`src/rtl/core/srfr_pkg.sv`:
```
// Shared types and constants for the serial register frame receiver.
// Used by the front parser, the command queue, the write-back unit and the top level.
// No dependencies.
`timescale 1ns / 1ps
`default_nettype none

package srfr_pkg;

  // Frame geometry
  localparam int FRAME_BYTES = 64;
  localparam int FIELD_BYTES = 5;
  localparam int DATA_DEPTH  = FRAME_BYTES - 6;
  localparam logic [7:0] HEADER_BYTE = 8'h5A;

  // Derived widths
  localparam int POS_W  = $clog2(FRAME_BYTES + 1);
  localparam int ADDR_W = $clog2(DATA_DEPTH);
  localparam int CNT_W  = $clog2(DATA_DEPTH + 1);
  localparam int CMP_W  = 10;

  // Command queue depth
  localparam int QUEUE_DEPTH = 2;
  localparam int QPTR_W      = $clog2(QUEUE_DEPTH);
  localparam int QCNT_W      = $clog2(QUEUE_DEPTH + 1);

  // Result event codes
  typedef enum logic [1:0] {
    EV_WRITE = 2'd0,
    EV_EMPTY = 2'd1,
    EV_CSUM  = 2'd2,
    EV_OVER  = 2'd3
  } ev_t;

  // Parser phase
  typedef enum logic [1:0] {
    PH_HUNT = 2'd0,
    PH_BODY = 2'd1,
    PH_CSUM = 2'd2
  } phase_t;

  // Write-back unit state
  typedef enum logic [1:0] {
    BK_IDLE      = 2'd0,
    BK_READ      = 2'd1,
    BK_WRITE_OUT = 2'd2,
    BK_EVENT_OUT = 2'd3
  } bk_state_t;

  // Frame-end command from parser to write-back unit
  typedef struct packed {
    ev_t              ev;
    logic [7:0]       start;
    logic [CNT_W-1:0] count;
  } cmd_t;

  // Data store write port
  typedef struct packed {
    logic              en;
    logic [ADDR_W-1:0] addr;
    logic [7:0]        data;
  } mem_wr_t;

  // Queue status seen by the parser
  typedef struct packed {
    logic full;
    logic empty;
  } q_status_t;

endpackage

`default_nettype wire

```
`src/rtl/core/srfr_front.sv`:
```
// Front parser: hunts for the header, tracks fields, checksum and data bytes.
// Writes data bytes into the store and pushes one command per frame end.
// Depends on srfr_pkg.
`timescale 1ns / 1ps
`default_nettype none

module srfr_front (
  input  wire logic                clk,
  input  wire logic                rst_n,
  input  wire logic                in_valid,
  input  wire logic [7:0]          in_rx_byte,
  output logic                     in_stall,
  input  wire srfr_pkg::q_status_t q_status,
  input  wire logic                burst_pending,
  output logic                     push,
  output srfr_pkg::cmd_t           cmd,
  output srfr_pkg::mem_wr_t        mem_wr
);

  srfr_pkg::phase_t                 phase_r, phase_nxt;
  logic [srfr_pkg::POS_W-1:0]       pos_r, pos_nxt;
  logic [7:0]                       start_r, start_nxt;
  logic [7:0]                       count_r, count_nxt;
  logic [7:0]                       sum_r, sum_nxt;

  logic                             accept;
  logic                             live;
  logic                             over;
  logic                             data_pos;
  logic                             last_data;
  logic [srfr_pkg::POS_W-1:0]       off;

  // Classify the current position
  assign live      = phase_r inside {srfr_pkg::PH_BODY, srfr_pkg::PH_CSUM};
  assign over      = live && (pos_r >= srfr_pkg::POS_W'(srfr_pkg::FRAME_BYTES));
  assign data_pos  = (phase_r == srfr_pkg::PH_BODY) && !over &&
                     (pos_r >= srfr_pkg::POS_W'(srfr_pkg::FIELD_BYTES));
  assign off       = pos_r - srfr_pkg::POS_W'(srfr_pkg::FIELD_BYTES);
  assign last_data = (srfr_pkg::CMP_W'(count_r) + srfr_pkg::CMP_W'(4)) ==
                     srfr_pkg::CMP_W'(pos_r);

  // Hold the byte while the queue is full, or a data byte while a pending burst still reads the store
  assign in_stall = q_status.full || (data_pos && burst_pending);
  assign accept   = in_valid && !in_stall;

  // Next state
  always_comb begin
    phase_nxt = phase_r;
    pos_nxt   = pos_r;
    start_nxt = start_r;
    count_nxt = count_r;
    sum_nxt   = sum_r;
    if (accept) begin
      case (phase_r)
        srfr_pkg::PH_BODY: begin
          if (over) begin
            phase_nxt = srfr_pkg::PH_HUNT;
            pos_nxt   = '0;
          end else begin
            sum_nxt = sum_r + in_rx_byte;
            if (pos_r == srfr_pkg::POS_W'(3)) begin
              start_nxt = in_rx_byte;
            end else if (pos_r == srfr_pkg::POS_W'(4)) begin
              count_nxt = in_rx_byte;
              if (in_rx_byte == 8'd0) begin
                phase_nxt = srfr_pkg::PH_CSUM;
              end
            end else if (data_pos && last_data) begin
              phase_nxt = srfr_pkg::PH_CSUM;
            end
            pos_nxt = pos_r + srfr_pkg::POS_W'(1);
          end
        end
        srfr_pkg::PH_CSUM: begin
          phase_nxt = srfr_pkg::PH_HUNT;
          pos_nxt   = '0;
        end
        default: begin
          if (in_rx_byte == srfr_pkg::HEADER_BYTE) begin
            phase_nxt = srfr_pkg::PH_BODY;
            pos_nxt   = srfr_pkg::POS_W'(1);
            sum_nxt   = 8'd0;
          end else begin
            phase_nxt = srfr_pkg::PH_HUNT;
            pos_nxt   = '0;
          end
        end
      endcase
    end
  end

  // Outputs: frame-end command and store write
  always_comb begin
    push      = 1'b0;
    cmd.ev    = srfr_pkg::EV_WRITE;
    cmd.start = start_r;
    cmd.count = count_r[srfr_pkg::CNT_W-1:0];
    if (over) begin
      push   = accept;
      cmd.ev = srfr_pkg::EV_OVER;
    end else if (phase_r == srfr_pkg::PH_CSUM) begin
      push = accept;
      if (in_rx_byte != sum_r) begin
        cmd.ev = srfr_pkg::EV_CSUM;
      end else if (count_r == 8'd0) begin
        cmd.ev = srfr_pkg::EV_EMPTY;
      end else begin
        cmd.ev = srfr_pkg::EV_WRITE;
      end
    end
    mem_wr.en   = accept && data_pos && (off < srfr_pkg::POS_W'(srfr_pkg::DATA_DEPTH));
    mem_wr.addr = off[srfr_pkg::ADDR_W-1:0];
    mem_wr.data = in_rx_byte;
  end

  // Advance state
  always_ff @(posedge clk) begin
    if (!rst_n) begin
      phase_r <= srfr_pkg::PH_HUNT;
      pos_r   <= '0;
      start_r <= 8'd0;
      count_r <= 8'd0;
      sum_r   <= 8'd0;
    end else begin
      phase_r <= phase_nxt;
      pos_r   <= pos_nxt;
      start_r <= start_nxt;
      count_r <= count_nxt;
      sum_r   <= sum_nxt;
    end
  end

endmodule

`default_nettype wire

```
`src/rtl/core/srfr_cmd_queue.sv`:
```
// Short FIFO of frame-end commands between the parser and the write-back unit.
// Depends on srfr_pkg.
`timescale 1ns / 1ps
`default_nettype none

module srfr_cmd_queue (
  input  wire logic           clk,
  input  wire logic           rst_n,
  input  wire logic           push,
  input  wire srfr_pkg::cmd_t push_cmd,
  input  wire logic           pop,
  output srfr_pkg::cmd_t      head,
  output srfr_pkg::q_status_t status
);

  srfr_pkg::cmd_t               slot_r [srfr_pkg::QUEUE_DEPTH];
  logic [srfr_pkg::QPTR_W-1:0]  wr_ptr_r, wr_ptr_nxt;
  logic [srfr_pkg::QPTR_W-1:0]  rd_ptr_r, rd_ptr_nxt;
  logic [srfr_pkg::QCNT_W-1:0]  fill_r, fill_nxt;

  assign head         = slot_r[rd_ptr_r];
  assign status.full  = (fill_r == srfr_pkg::QCNT_W'(srfr_pkg::QUEUE_DEPTH));
  assign status.empty = (fill_r == '0);

  // Pointer and fill update
  always_comb begin
    wr_ptr_nxt = wr_ptr_r;
    rd_ptr_nxt = rd_ptr_r;
    fill_nxt   = fill_r;
    if (push) begin
      wr_ptr_nxt = (wr_ptr_r == srfr_pkg::QPTR_W'(srfr_pkg::QUEUE_DEPTH - 1)) ?
                   '0 : wr_ptr_r + srfr_pkg::QPTR_W'(1);
    end
    if (pop) begin
      rd_ptr_nxt = (rd_ptr_r == srfr_pkg::QPTR_W'(srfr_pkg::QUEUE_DEPTH - 1)) ?
                   '0 : rd_ptr_r + srfr_pkg::QPTR_W'(1);
    end
    if (push && !pop) begin
      fill_nxt = fill_r + srfr_pkg::QCNT_W'(1);
    end else if (pop && !push) begin
      fill_nxt = fill_r - srfr_pkg::QCNT_W'(1);
    end
  end

  // Store pushed commands
  always_ff @(posedge clk) begin
    if (push) begin
      slot_r[wr_ptr_r] <= push_cmd;
    end
  end

  always_ff @(posedge clk) begin
    if (!rst_n) begin
      wr_ptr_r <= '0;
      rd_ptr_r <= '0;
      fill_r   <= '0;
    end else begin
      wr_ptr_r <= wr_ptr_nxt;
      rd_ptr_r <= rd_ptr_nxt;
      fill_r   <= fill_nxt;
    end
  end

endmodule

`default_nettype wire

```
`src/rtl/core/srfr_back.sv`:
```
// Write-back unit: pops frame-end commands, reads the data store and drives results.
// Holds the data store memory and the output register. Depends on srfr_pkg.
`timescale 1ns / 1ps
`default_nettype none

module srfr_back (
  input  wire logic              clk,
  input  wire logic              rst_n,
  input  wire srfr_pkg::mem_wr_t mem_wr,
  input  wire srfr_pkg::cmd_t    head,
  input  wire logic              q_empty,
  output logic                   pop,
  output logic                   busy,
  output logic                   out_valid,
  input  wire logic              out_stall,
  output logic [1:0]             out_event_res,
  output logic [8:0]             out_reg_index,
  output logic [7:0]             out_reg_value,
  output logic                   out_last
);

  logic [7:0]                   store [srfr_pkg::DATA_DEPTH];
  logic [7:0]                   rd_data_r;

  srfr_pkg::bk_state_t          st_r, st_nxt;
  srfr_pkg::cmd_t               cur_r;
  logic [srfr_pkg::ADDR_W-1:0]  idx_r;

  logic                         out_valid_r;
  srfr_pkg::ev_t                ev_r;
  logic [8:0]                   index_r;
  logic [7:0]                   value_r;
  logic                         last_r;

  logic                         out_free;
  logic                         load;
  logic                         last_wr;
  srfr_pkg::ev_t                ld_ev;
  logic [8:0]                   ld_index;
  logic [7:0]                   ld_value;
  logic                         ld_last;

  assign out_free = !out_valid_r || !out_stall;
  assign last_wr  = (srfr_pkg::CNT_W'(idx_r) + srfr_pkg::CNT_W'(1)) == cur_r.count;
  assign busy     = (st_r != srfr_pkg::BK_IDLE);

  // Next state
  always_comb begin
    st_nxt = st_r;
    case (st_r)
      srfr_pkg::BK_IDLE: begin
        if (!q_empty) begin
          st_nxt = (head.ev == srfr_pkg::EV_WRITE) ? srfr_pkg::BK_READ :
                                                     srfr_pkg::BK_EVENT_OUT;
        end
      end
      srfr_pkg::BK_READ: st_nxt = srfr_pkg::BK_WRITE_OUT;
      srfr_pkg::BK_WRITE_OUT: begin
        if (out_free) begin
          st_nxt = last_wr ? srfr_pkg::BK_IDLE : srfr_pkg::BK_READ;
        end
      end
      srfr_pkg::BK_EVENT_OUT: begin
        if (out_free) begin
          st_nxt = srfr_pkg::BK_IDLE;
        end
      end
      default: st_nxt = srfr_pkg::BK_IDLE;
    endcase
  end

  // Outputs: pop and output register load
  always_comb begin
    pop      = 1'b0;
    load     = 1'b0;
    ld_ev    = cur_r.ev;
    ld_index = 9'd0;
    ld_value = 8'd0;
    ld_last  = 1'b1;
    case (st_r)
      srfr_pkg::BK_IDLE: pop = !q_empty;
      srfr_pkg::BK_WRITE_OUT: begin
        load     = out_free;
        ld_ev    = srfr_pkg::EV_WRITE;
        ld_index = {1'b0, cur_r.start} + 9'(idx_r);
        ld_value = rd_data_r;
        ld_last  = last_wr;
      end
      srfr_pkg::BK_EVENT_OUT: load = out_free;
      default: load = 1'b0;
    endcase
  end

  // Data store: one write port from the parser, registered read here
  always_ff @(posedge clk) begin
    if (mem_wr.en) begin
      store[mem_wr.addr] <= mem_wr.data;
    end
    if (st_r == srfr_pkg::BK_READ) begin
      rd_data_r <= store[idx_r];
    end
  end

  // Latch the popped command and step the offset
  always_ff @(posedge clk) begin
    if (pop) begin
      cur_r <= head;
    end
    if (pop) begin
      idx_r <= '0;
    end else if (load && (st_r == srfr_pkg::BK_WRITE_OUT) && !last_wr) begin
      idx_r <= idx_r + srfr_pkg::ADDR_W'(1);
    end
  end

  // Output payload
  always_ff @(posedge clk) begin
    if (load) begin
      ev_r    <= ld_ev;
      index_r <= ld_index;
      value_r <= ld_value;
      last_r  <= ld_last;
    end
  end

  // Control state
  always_ff @(posedge clk) begin
    if (!rst_n) begin
      st_r        <= srfr_pkg::BK_IDLE;
      out_valid_r <= 1'b0;
    end else begin
      st_r <= st_nxt;
      if (load) begin
        out_valid_r <= 1'b1;
      end else if (!out_stall) begin
        out_valid_r <= 1'b0;
      end
    end
  end

  assign out_valid     = out_valid_r;
  assign out_event_res = ev_r;
  assign out_reg_index = index_r;
  assign out_reg_value = value_r;
  assign out_last      = last_r;

  // A read is always followed by its result load stage
  a_read_then_load: assert property (@(posedge clk) disable iff (!rst_n)
    (st_r == srfr_pkg::BK_READ) |=> (st_r == srfr_pkg::BK_WRITE_OUT))
    else $error("read stage not followed by load stage");

  // A popped write command never carries a zero count
  a_write_count: assert property (@(posedge clk) disable iff (!rst_n)
    (pop && (head.ev == srfr_pkg::EV_WRITE)) |-> (head.count != '0))
    else $error("write burst with zero count");

  // Output register is only loaded when it is free
  a_load_free: assert property (@(posedge clk) disable iff (!rst_n)
    load |-> (!out_valid_r || !out_stall))
    else $error("output register overwritten");

endmodule

`default_nettype wire

```
`src/rtl/core/serial_register_frame_receiver_unit.sv`:
```
// Serial register frame receiver, top level: parser front, command queue, write-back unit.
// Input: one byte per cycle unless stalled; a byte stalls while the command queue is full,
// and a data byte also while an earlier frame's writes are pending. A frame-end byte's command
// passes the command queue and the write-back state to the output register; a write burst reads the store, then loads.
// Synchronous active-low reset: parser hunts, queue empty, no result valid; store not cleared.
// Depends on srfr_pkg, srfr_front, srfr_cmd_queue and srfr_back.
`timescale 1ns / 1ps
`default_nettype none

module serial_register_frame_receiver_unit (
  input  wire logic       clk,
  input  wire logic       rst_n,
  input  wire logic       in_valid,
  output logic            in_stall,
  input  wire logic [7:0] in_rx_byte,
  output logic            out_valid,
  input  wire logic       out_stall,
  output logic [1:0]      out_event_res,
  output logic [8:0]      out_reg_index,
  output logic [7:0]      out_reg_value,
  output logic            out_last
);

  srfr_pkg::q_status_t q_status;
  srfr_pkg::cmd_t      push_cmd;
  srfr_pkg::cmd_t      head;
  srfr_pkg::mem_wr_t   mem_wr;
  logic                push;
  logic                pop;
  logic                back_busy;
  logic                burst_pending;

  // Any queued or active command may still read the store
  assign burst_pending = !q_status.empty || back_busy;

  srfr_front u_front (
    .clk           (clk),
    .rst_n         (rst_n),
    .in_valid      (in_valid),
    .in_rx_byte    (in_rx_byte),
    .in_stall      (in_stall),
    .q_status      (q_status),
    .burst_pending (burst_pending),
    .push          (push),
    .cmd           (push_cmd),
    .mem_wr        (mem_wr)
  );

  srfr_cmd_queue u_queue (
    .clk      (clk),
    .rst_n    (rst_n),
    .push     (push),
    .push_cmd (push_cmd),
    .pop      (pop),
    .head     (head),
    .status   (q_status)
  );

  srfr_back u_back (
    .clk           (clk),
    .rst_n         (rst_n),
    .mem_wr        (mem_wr),
    .head          (head),
    .q_empty       (q_status.empty),
    .pop           (pop),
    .busy          (back_busy),
    .out_valid     (out_valid),
    .out_stall     (out_stall),
    .out_event_res (out_event_res),
    .out_reg_index (out_reg_index),
    .out_reg_value (out_reg_value),
    .out_last      (out_last)
  );

  // Store writes never overlap a pending burst
  a_store_hazard: assert property (@(posedge clk) disable iff (!rst_n)
    mem_wr.en |-> (q_status.empty && !back_busy))
    else $error("store written while a burst is pending");

  // No push into a full queue
  a_push_full: assert property (@(posedge clk) disable iff (!rst_n)
    push |-> !q_status.full)
    else $error("command pushed into full queue");

  // No pop from an empty queue
  a_pop_empty: assert property (@(posedge clk) disable iff (!rst_n)
    pop |-> !q_status.empty)
    else $error("command popped from empty queue");

endmodule

`default_nettype wire

```
`config.mk`:
```
export PLATFORM = sky130hd
export DESIGN_NAME = serial_register_frame_receiver_unit
export DESIGN_NICKNAME = d
export VERILOG_FILES = /design/src/rtl/core/srfr_pkg.sv /design/src/rtl/core/srfr_front.sv /design/src/rtl/core/srfr_cmd_queue.sv /design/src/rtl/core/srfr_back.sv /design/src/rtl/core/serial_register_frame_receiver_unit.sv
export SDC_FILE = /design/constraint.sdc
export NUM_CORES = 1
export LEC_CHECK = 0
export BUFFER_PORTS_ARGS = -buffer_cell sky130_fd_sc_hd__buf_4
export CORE_ASPECT_RATIO = 2
export CORE_MARGIN = 1
export CORE_UTILIZATION = 65
export DETAILED_ROUTE_END_ITERATION = 16
export HOLD_SLACK_MARGIN = 0.06
export PLACE_DENSITY_LB_ADDON = 0.25
export SLEW_MARGIN = 20
export SYNTH_ARGS = -nofsm -noshare
export SYNTH_HDL_FRONTEND = slang
export SYNTH_SLANG_ARGS = --single-unit
```
`constraint.sdc`:
```
create_clock -name clk -period 5.3 [get_ports clk]
set_input_delay 0 -clock clk [delete_from_list [all_inputs] [get_ports clk]]
set_output_delay 0 -clock clk [all_outputs]
set_load 0.1 [all_outputs]
```
* Word-level counts from Yosys, hierarchy flattened
Memory sizes are Yosys's and may differ from the RTL's. A register that Yosys moved wholly into a read port is not among the register bits. Cells that the tools add are included.
Storage, ports and cells: memories kept 2, output and inout bits 22, register bits 82, bits in writable memories 496, bits of input ports 12
Memories:
- u_back.store | depth 58, width 8, rd ports 1, clocked after memory_dff 1, wr ports 1, RTL line srfr_back.sv:22 | logic [7:0] store [srfr_pkg::DATA_DEPTH];
- u_queue.slot_r | depth 2, width 16, rd ports 1, clocked after memory_dff 1, wr ports 1, RTL line srfr_cmd_queue.sv:16 | srfr_pkg::cmd_t slot_r [srfr_pkg::QUEUE_DEPTH];
Cells by class: add/subtract/negate cells 10, order comparisons 3, muxes and demuxes 39, bitwise gates (word level) 3, equality and inequality tests 20, reduce and logical (&&, ||, !) cells 38
Operators with widths (number):
- two-way mux 2 bit | 14
- two-way mux 1 bit | 18
- logical NOT 8 bit | 2
- two-way mux 8 bit | 2
- case mux 8 bit (2 select lines) | 1
- case mux 7 bit (2 select lines) | 1
- logical AND 1 bit | 12
- AND reduction 4 bit | 3
- equality test 10 x 7 -> 1 bit | 1
- adder 8 x 3 -> 9 bit, second input constant | 1
- adder 8 x 6 -> 9 bit | 1
- adder 8 bit | 1
- equality test 2 bit, second input constant | 4
- equality test 8 x 7 -> 1 bit, second input constant | 1
- logical NOT 1 bit | 8
- inequality test 4 x 3 -> 1 bit, second input constant | 2
- inequality test 8 bit | 1
- case mux 2 bit (4 select lines) | 1
- nonzero test 2 bit | 4
- adder 7 x 1 -> 7 bit, second input constant | 1
- equality test 7 x 2 -> 1 bit, second input constant | 1
- equality test 7 x 3 -> 1 bit, second input constant | 1
- greater-or-equal comparator 7 x 3 -> 1 bit, second input constant | 1
- greater-or-equal comparator 7 bit, second input constant | 1
- 19 further kinds | 30

* Depth between registers and ports, before layout
Gate-level depths: netlist (run 1).
depth in word-level cells 16, mapped depth 12, mapped depth without buffers 10

* Modules after synthesis
A second synthesis (run 1) with hierarchy kept.
Second synthesis, totals: cells, all modules 1378, area total of the unflattened synthesis 24113.1 um^2
By module, submodules not included:
- srfr_back | times used 1, area each 20317.0 um^2, cells an instance 1025
- srfr_front | times used 1, area each 2417.3 um^2, cells an instance 280
- srfr_cmd_queue | times used 1, area each 1372.6 um^2, cells an instance 72
- serial_register_frame_receiver_unit | times used 1, area each 6.3 um^2, cells an instance 1

* Worst setup path after synthesis (run 1)
Ideal clock, no wire load.
path type flip-flop to flip-flop, start register u_front.pos_r[1] in the netlist's numbering, end memory u_queue.slot_r[0][0] in the netlist's numbering (enable), setup time 409 ps, arrival 2837 ps, data required time 4891 ps, cell stages (with the launch flop) 9, path buffers 2, setup slack 2054 ps, clock period less this slack 3246 ps, path through dfxtp_1 buf_2 inv_1 ha_1 o31a_1 o311ai_4 o211ai_2 clkbuf_1 nor3_1
Between the ends: cells in the longest elaborated chain, start to end 13, elaborated cells between the ends (all ways) 14
Ends and longest elaborated chain:
- start: declaration | RTL line srfr_front.sv:21 | logic [srfr_pkg::POS_W-1:0] pos_r, pos_nxt;
- start signal: assignment | RTL line srfr_front.sv:126 | pos_r <= pos_nxt;
- greater-or-equal comparator 7 bit | RTL line srfr_front.sv:35 | assign over = live && (pos_r >= srfr_pkg::POS_W'(srfr_pkg::FRAME_BYTES));
- logical AND 1 bit | RTL line srfr_front.sv:35
- logical NOT 1 bit | RTL line srfr_front.sv:36 | assign data_pos = (phase_r == srfr_pkg::PH_BODY) && !over &&
- logical AND 1 bit (2 in series) | RTL line srfr_front.sv:36
- logical AND 1 bit | RTL line srfr_front.sv:43 | assign in_stall = q_status.full || (data_pos && burst_pending);
- logical OR 1 bit | RTL line srfr_front.sv:43
- logical NOT 1 bit | RTL line srfr_front.sv:44 | assign accept = in_valid && !in_stall;
- logical AND 1 bit | RTL line srfr_front.sv:44
- two-way mux 1 bit | RTL line srfr_front.sv:101 | end else if (phase_r == srfr_pkg::PH_CSUM) begin
- two-way mux 1 bit * | RTL line srfr_front.sv:98 | if (over) begin
- two-way mux 1 bit * | RTL line srfr_cmd_queue.sv:47 | if (push) begin
- two-way mux 1 bit (not written as such) * | RTL line srfr_cmd_queue.sv:48 | slot_r[wr_ptr_r] <= push_cmd;
- end: declaration | RTL line srfr_cmd_queue.sv:16
Mark *: on every way between the ends. The rest lies on a longest branch, timed or not.

* Worst setup path after layout (run 1)
start register u_front.pos_r[0] in the netlist's numbering, end memory u_back.store[50][1] (enable)
Between the ends: cells in the longest elaborated chain, start to end 13, elaborated cells between the ends (all ways) 16
Ends and longest elaborated chain (RTL line):
- branches (longest 13 deep; another with subtractor 7 x 3 -> 7 bit)
- end: declaration | srfr_back.sv:22
Several ways; the timed one is not identified.

==> flow_metrics.py, run 1 <==
metrics = {
    "global_routing": {
        "grt.busiest_layer": "met2",
        "grt_pass1_wl_um": 82200,
        "grtUsageMet2": 0.582,
        "grt_overflow": 0,
        "use_met3": 0.0328,
        "grtUsageTotal": 0.319,
        "grt_pass1_vias": 12600,
        "antenna_found_initial": 0,
        "grtUsageMet1": 0.354,
        "grt_max_degree": 65,
    },
    "synthesis": {
        "ys_seq_area_frac": 0.720,
        "synth-simple-area-share": 0.0559,
        "synth_ff_type": "edfxtp_1",
        "synth_seq_cells": 587,
        "synth_top_family_by_area": "multiplexers",
        "synth_warnings": 0,
        "synth_xor_area_frac": 0.0125,
        "syn_area_um2": 23800,
        "synth_cells": 1302,
        "synth_compound_area_frac": 0.0263,
        "synth.area.mux_share": 0.157,
        "synth_nets": 1338,
        "synth.distinct_cells": 59,
        "syn_avg_cell_area_um2": 18.3,
        "synthArstFlopShare": 0,
        "synth_edf_count": 540,
        "synth_fa_ha_area_frac": 0.0132,
    },
    "clocking": {
        "cts_made_buffers": 46,
        "cts_buffer_depth": 3,
        "cts_resized": 0,
        "cts-root-buf": "clkbuf_16",
        "cts.sinks": 587,
        "worstSkewPairLatency_ns": 0.57,
        "cts.reportedPaths.clkPinSlew_ns": 0.08,
        "cts_tree": "yes",
        "htreeDepth": 2,
        "postCtsSetupBuffers": 0,
    },
    "floorplan": {
        "floorplan.initialDensity": 0.663,
        "io_pins": 34,
        "die_x_um": 137,
        "dieArea_um2": 37500,
        "core_um2": 35900,
        "die_h_um": 273,
        "rows": 98,
    },
    "placed_design": {
        "gp_congestion": 0.919,
        "place_hpwl_um": 35700,
        "io_buffers": 33,
        "place_area_um2": 24500,
    },
    "route": {
        "vias": 12300,
        "antenna_left": 0,
        "wl_per_cell_um": 30.9,
        "wl_um": 56300,
        "viasPerCell": 6.74,
        "firstDrtPassIters": 7,
        "drc_errors": 0,
        "drt_iter0_markers": 1223,
    },
    "cells_and_area": {
        "utilization": 0.727,
        "drive_gt1_frac": 0.214,
        "nNetsFinal": 1373,
        "area_delta_synth_final_pct": 9.74,
        "diodes": 0,
        "final_area_um2": 26100,
    },
    "timing": {
        "setup_viol": 0,
        "rsz0062_at_grt": "false",
        "maxSlewHeadroom": 0.318,
        "fmax_mhz": 254,
        "slew_violations": 0,
        "hold_violations": 0,
        "worst_pin_slew_ns": 1.02,
        "finalSetupTns_ns": 0,
        "finalCriticalPeriod_ns": 3.93,
        "clock_skew_ns": 0.0226,
        "hold-worst-slack_ns": 0.0417,
        "min_period_over_period": 0.742,
    },
    "setup_path": {
        "required_ns": 5.49,
        "critPathMaxFanout": 13,
        "worstSetupPathType": "reg -> reg",
        "critPathLaunchType": "flip-flop",
        "endpoint_kind": "flip-flop",
        "arrival_ns": 4.12,
    },
    "status": {
        "status": "complete, no violations",
    },
    "job": {
        "maxCapViolCount": 0,
    },
    "power_and_ir_drop": {
        "pwr_density_cell_nw_per_um2": 443,
        "ir_drop_v": 0.000490,
        "leakagePower_uw": 0.00834,
        "power.total_uw": 11600,
    },
    "worst_hold_path": {
        "hp-class": "in -> reg",
    },
}
[sequential cells by signal, summed over array words and instances, names as in the netlist, 6 cells and up, named ones only]
| signal | cells |
|---|---|
| u_front.start_r | 8 |
| u_back.out_reg_value | 8 |
| u_front.pos_r | 7 |
| u_back.store | 464 |
| u_back.idx_r | 6 |
| u_back.rd_data_r | 8 |
| u_front.count_r | 8 |
| u_back.out_reg_index | 9 |
| u_queue.slot_r | 32 |
| u_front.sum_r | 8 |
| u_back.cur_r | 16 |
[logic make-up after synthesis]
group / Yosys count
AOI/OAI and AO/OA: 99
xor gates and xnor gates: 34
adders and majority gates: 24
buffers and inverters: 81
DFF: 587
muxes: 204
and+or+nand+nor: 273
[report_power, final]
group | internal, µW | leakage (µW) | switching, µW
clock | 2060 | 0.000767 | 1600
sequential | 5260 | 0.00526 | 246
combinational | 1040 | 0.00232 | 1390
total | 8360 | 0.00834 | 3230
[layout by cell type (no fill, tap or decap), drive strengths merged, types with 5 or more instances in the layout]
cell type	Yosys	final
bufinv	0	8
nand2b	9	9
a31oi	5	5
nand4	8	8
ha	22	22
or3	7	7
dfxtp	47	47
mux4	133	133
clkbuf	33	53
nor3	14	14
mux2	26	26
a21oi	30	30
nor2b	17	17
nor2	105	105
xor2	13	13
xnor2	21	21
o22ai	10	10
inv	17	17
dlygate4sd3	0	6
clkinv	0	15
mux2i	45	45
and2	14	14
o21ai	26	26
edfxtp	540	540
buf	31	45
clkinvlp	0	5
nand3	29	29
nand2	44	44
[cells in the mapped netlist, types with 4 or more instances]
| cell | instances | area [µm²] |
|---|---|---|
| mux2i_1 | 45 | 450 |
| mux4_2 | 133 | 3000 |
| a21o_1 | 4 | 30.0 |
| buf_1 | 5 | 18.8 |
| mux2_2 | 26 | 293 |
| nand2_1 | 44 | 165 |
| nand3_1 | 27 | 135 |
| buf_2 | 21 | 105 |
| nor2b_1 | 17 | 106 |
| nor3_1 | 13 | 65.1 |
| nand4_1 | 8 | 50.1 |
| dfxtp_1 | 47 | 941 |
| ha_1 | 22 | 275 |
| a21oi_1 | 30 | 150 |
| nand2b_1 | 9 | 56.3 |
| clkbuf_1 | 33 | 124 |
| edfxtp_1 | 540 | 16200 |
| xor2_1 | 13 | 114 |
| nor2_1 | 105 | 394 |
| and3_1 | 4 | 25.0 |
| o21ai_0 | 25 | 125 |
| inv_1 | 16 | 60.1 |
| a31oi_1 | 5 | 31.3 |
| nor4_1 | 4 | 25.0 |
| and2_1 | 14 | 87.6 |
| o22ai_1 | 10 | 62.6 |
| xnor2_1 | 21 | 184 |
| buf_4 | 5 | 37.5 |
| or3_1 | 6 | 37.5 |
| o31ai_1 | 4 | 30.0 |
[worst paths after layout]
| check | startpoint | end | slack [ns] | depth (start not counted) |
|---|---|---|---|---|
| worst max-delay path | u_front.pos_r[0] | u_back.store[50][1] | 1.37 | 8 |
| worst min register to register | u_front.start_r[6] | u_queue.slot_r[1][12] | 0.46 | 0 |
| worst min-delay path | in_rx_byte[5] | u_back.store[15][5] | 0.04 | 1 |
| worst max register to register | u_front.pos_r[0] | u_back.store[50][1] | 1.37 | 8 |
[layout make-up]
cell class              count  area [µm²]
clock buffers              53        1220
clock inverters            28         379
flip-flops and latches    587       17200
multi-input cells         634        6320
well taps                 450         563
inverters                  17        63.8
repair buffers             51         423
fillers                  2044        9790
[critical path: stages, from the launching register on]
cell and delay, ns:
dfxtp_1 0.60, inv_1 0.15, ha_1 0.36, nand2b_1 0.21, nand2_1 0.11, xnor2_1 0.09
nor4_1 0.69, nand3_1 0.55, nor2_1 0.77
[through the flow]
stage | instances | worst slack [ns]
floorplan | 1302 | 2.05
global placement | 1733 | 1.47
detailed placement | 1733 | 1.25
CTS | 1818 | 1.28
global route | 1820 | 1.14
finish | 1820 | 1.37
[timing repair]
| item | CTS | global route |
|---|---|---|
| endpoints found under the setup margin | 0 | 0 |
| endpoints found under the hold margin | 51 | 8 |
| hold buffers | 4 | 2 |
[metal layers]
layer / vias up / share of wire / routed length, µm
li1: 5240 / - / -
met1: 6313 / 0.32 / 18200
met2: 545 / 0.56 / 31700
met3: 160 / 0.047 / 2670
met4: 0 / 0.066 / 3720
met5: - / 0 / 0
Note: power is estimated with default switching activity, not from simulation.
==> inputs of run 2 (changes only) <==
Settings changed: CORE_UTILIZATION 65 to 57.
Clock period 5.3 ns to 3.2 ns, I/O delays scaled along.
==> run 2 against run 1 <==
  * Fmax is 35% higher
  * Clock skew is 0.0059 ns lower
  * Largest cell class unchanged
  * Critical path depth is 1 higher
==> flow_metrics.py, run 2 (synthesis results as in run 1) <==
metrics = {
    "route": {
        "firstDrtPassIters": 5,
        "viasPerCell": 6.12,
        "vias": 12300,
        "antenna_left": 0,
        "wl_per_cell_um": 26.7,
        "drc_errors": 0,
        "drt_iter0_markers": 871,
        "wl_um": 53700,
    },
    "setup_path": {
        "critPathLaunchType": "flip-flop",
        "critPathMaxFanout": 9,
        "worstSetupPathType": "reg -> reg",
        "endpoint_kind": "flip-flop",
        "reg2reg_from": "u_front.pos_r[0]",
        "critPathLaunch": "u_front.pos_r[0]",
        "arrival_ns": 3.19,
        "required_ns": 3.49,
    },
    "timing": {
        "clock_skew_ns": 0.0167,
        "hold_violations": 0,
        "slew_violations": 0,
        "maxSlewHeadroom": 0.272,
        "worst_pin_slew_ns": 1.09,
        "rsz0062_at_grt": "false",
        "finalSetupTns_ns": 0,
        "min_period_over_period": 0.907,
        "setup_viol": 0,
        "setup_ws_ns": 0.299,
        "finalCriticalPeriod_ns": 2.90,
        "fmax_mhz": 345,
    },
    "status": {
        "status": "complete, no violations",
    },
    "floorplan": {
        "io_pins": 34,
        "die_x_um": 147,
        "rows": 105,
        "dieArea_um2": 42700,
        "core_um2": 41100,
        "floorplan.initialDensity": 0.579,
        "die_h_um": 291,
    },
    "clocking": {
        "cts_buffer_depth": 3,
        "htreeDepth": 2,
        "cts_tree": "yes",
        "worstSkewPairLatency_ns": 0.58,
        "cts-root-buf": "clkbuf_16",
        "cts_made_buffers": 47,
        "cts.reportedPaths.clkPinSlew_ns": 0.07,
        "cts.sinks": 587,
    },
    "worst_hold_path": {
        "worstHoldStart": "out_stall",
        "hp-class": "in -> reg",
    },
    "power_and_ir_drop": {
        "leakagePower_uw": 0.00888,
        "power.total_uw": 19200,
        "pwr_density_cell_nw_per_um2": 709,
        "ir_drop_v": 0.000611,
    },
    "placed_design": {
        "place_ws_ns": 0.312,
        "io_buffers": 33,
        "place_hpwl_um": 34900,
        "gp_congestion": 0.838,
    },
    "job": {
        "maxCapViolCount": 0,
    },
    "cells_and_area": {
        "mostFrequentLayoutCells": "540 x edfxtp_1, 133 x mux4_2, 133 x buf_4",
        "largest_reg_flops": 464,
        "diodes": 0,
        "fillers": 2715,
        "area_delta_synth_final_pct": 13.4,
        "drive_gt1_frac": 0.262,
        "regMostFlops": "u_back.store",
        "reg_top3": "u_back.store: 464 flops, u_queue.slot_r: 32 flops, u_back.cur_r: 16 flops",
        "final_common_cell": "edfxtp_1",
        "nNetsFinal": 1474,
    },
    "global_routing": {
        "grtUsageTotal": 0.262,
        "grt_max_degree": 64,
        "grt_pass1_wl_um": 80700,
        "antenna_found_initial": 0,
        "grt_pass1_vias": 13100,
        "grt_overflow": 0,
    },
}
run 2: power breakdown:
| group | switching [µW] | internal, µW |
|---|---|---|
| combinational | 2320 | 1900 |
| sequential | 345 | 8710 |
| clock | 2650 | 3240 |
run 2: path summary, 6_finish.rpt:
check / endpoint / slack [ns] / depth (start not counted)
max reg2reg: u_back.store[46][0] / 0.30 / 9
min: u_back.out_valid / 0.24 / 4
max: u_back.store[46][0] / 0.30 / 9
min reg2reg: u_front.sum_r[0] / 0.46 / 2
run 2: metal layers:
layer / GRT usage / part of all wire / wire length (µm) / up-vias
met3: 0.0243 / 0.042 / 2230 / 136
met4: 0.145 / 0.059 / 3190 / 0
li1: - / - / - / 5450
met5: 0 / 0 / 0 / -
met1: 0.288 / 0.34 / 18300 / 6335
met2: 0.493 / 0.56 / 30000 / 386
run 2: cell type report:
| type | instances | area, µm² | share of cell area |
|---|---|---|---|
| clock buffers | 52 | 1220 | 0.0450 |
| well taps | 535 | 669 | 0.0248 |
| flip-flops and latches | 587 | 17200 | 0.635 |
| repair buffers | 151 | 1250 | 0.0462 |
| inverters | 17 | 63.8 | 0.00236 |
| clock inverters | 34 | 334 | 0.0124 |
| multi-input cells | 634 | 6320 | 0.234 |
run 2: metrics by stage:
step                cell area [µm²]  hold slack [ns]  utilization  std cells
floorplan                     23800           0.0989            -       1302
global placement              25400            0.270        0.617       1913
detailed placement            25400            0.269        0.617       1913
CTS                           27000            0.234        0.657       2010
global route                  27000            0.272        0.657       2010
finish                        27000            0.236        0.657       2010
run 2: what timing repair did:
action                     CTS  global route
hold endpoints to repair   396             0
hold buffers                11             0
gates resized for setup      0             1
buffers inserted             0             0
setup endpoints to repair    0             5
run 2: worst max-delay path, stage by stage (launching register included):
cell,delay (ns)
dfxtp_1,0.31
inv_1,0.09
ha_1,0.34
and3b_1,0.22
o21ai_0,0.17
a21oi_1,0.10
o21ai_0,0.39
nand3_1,0.43
nor2_2,0.35
buf_4,0.20
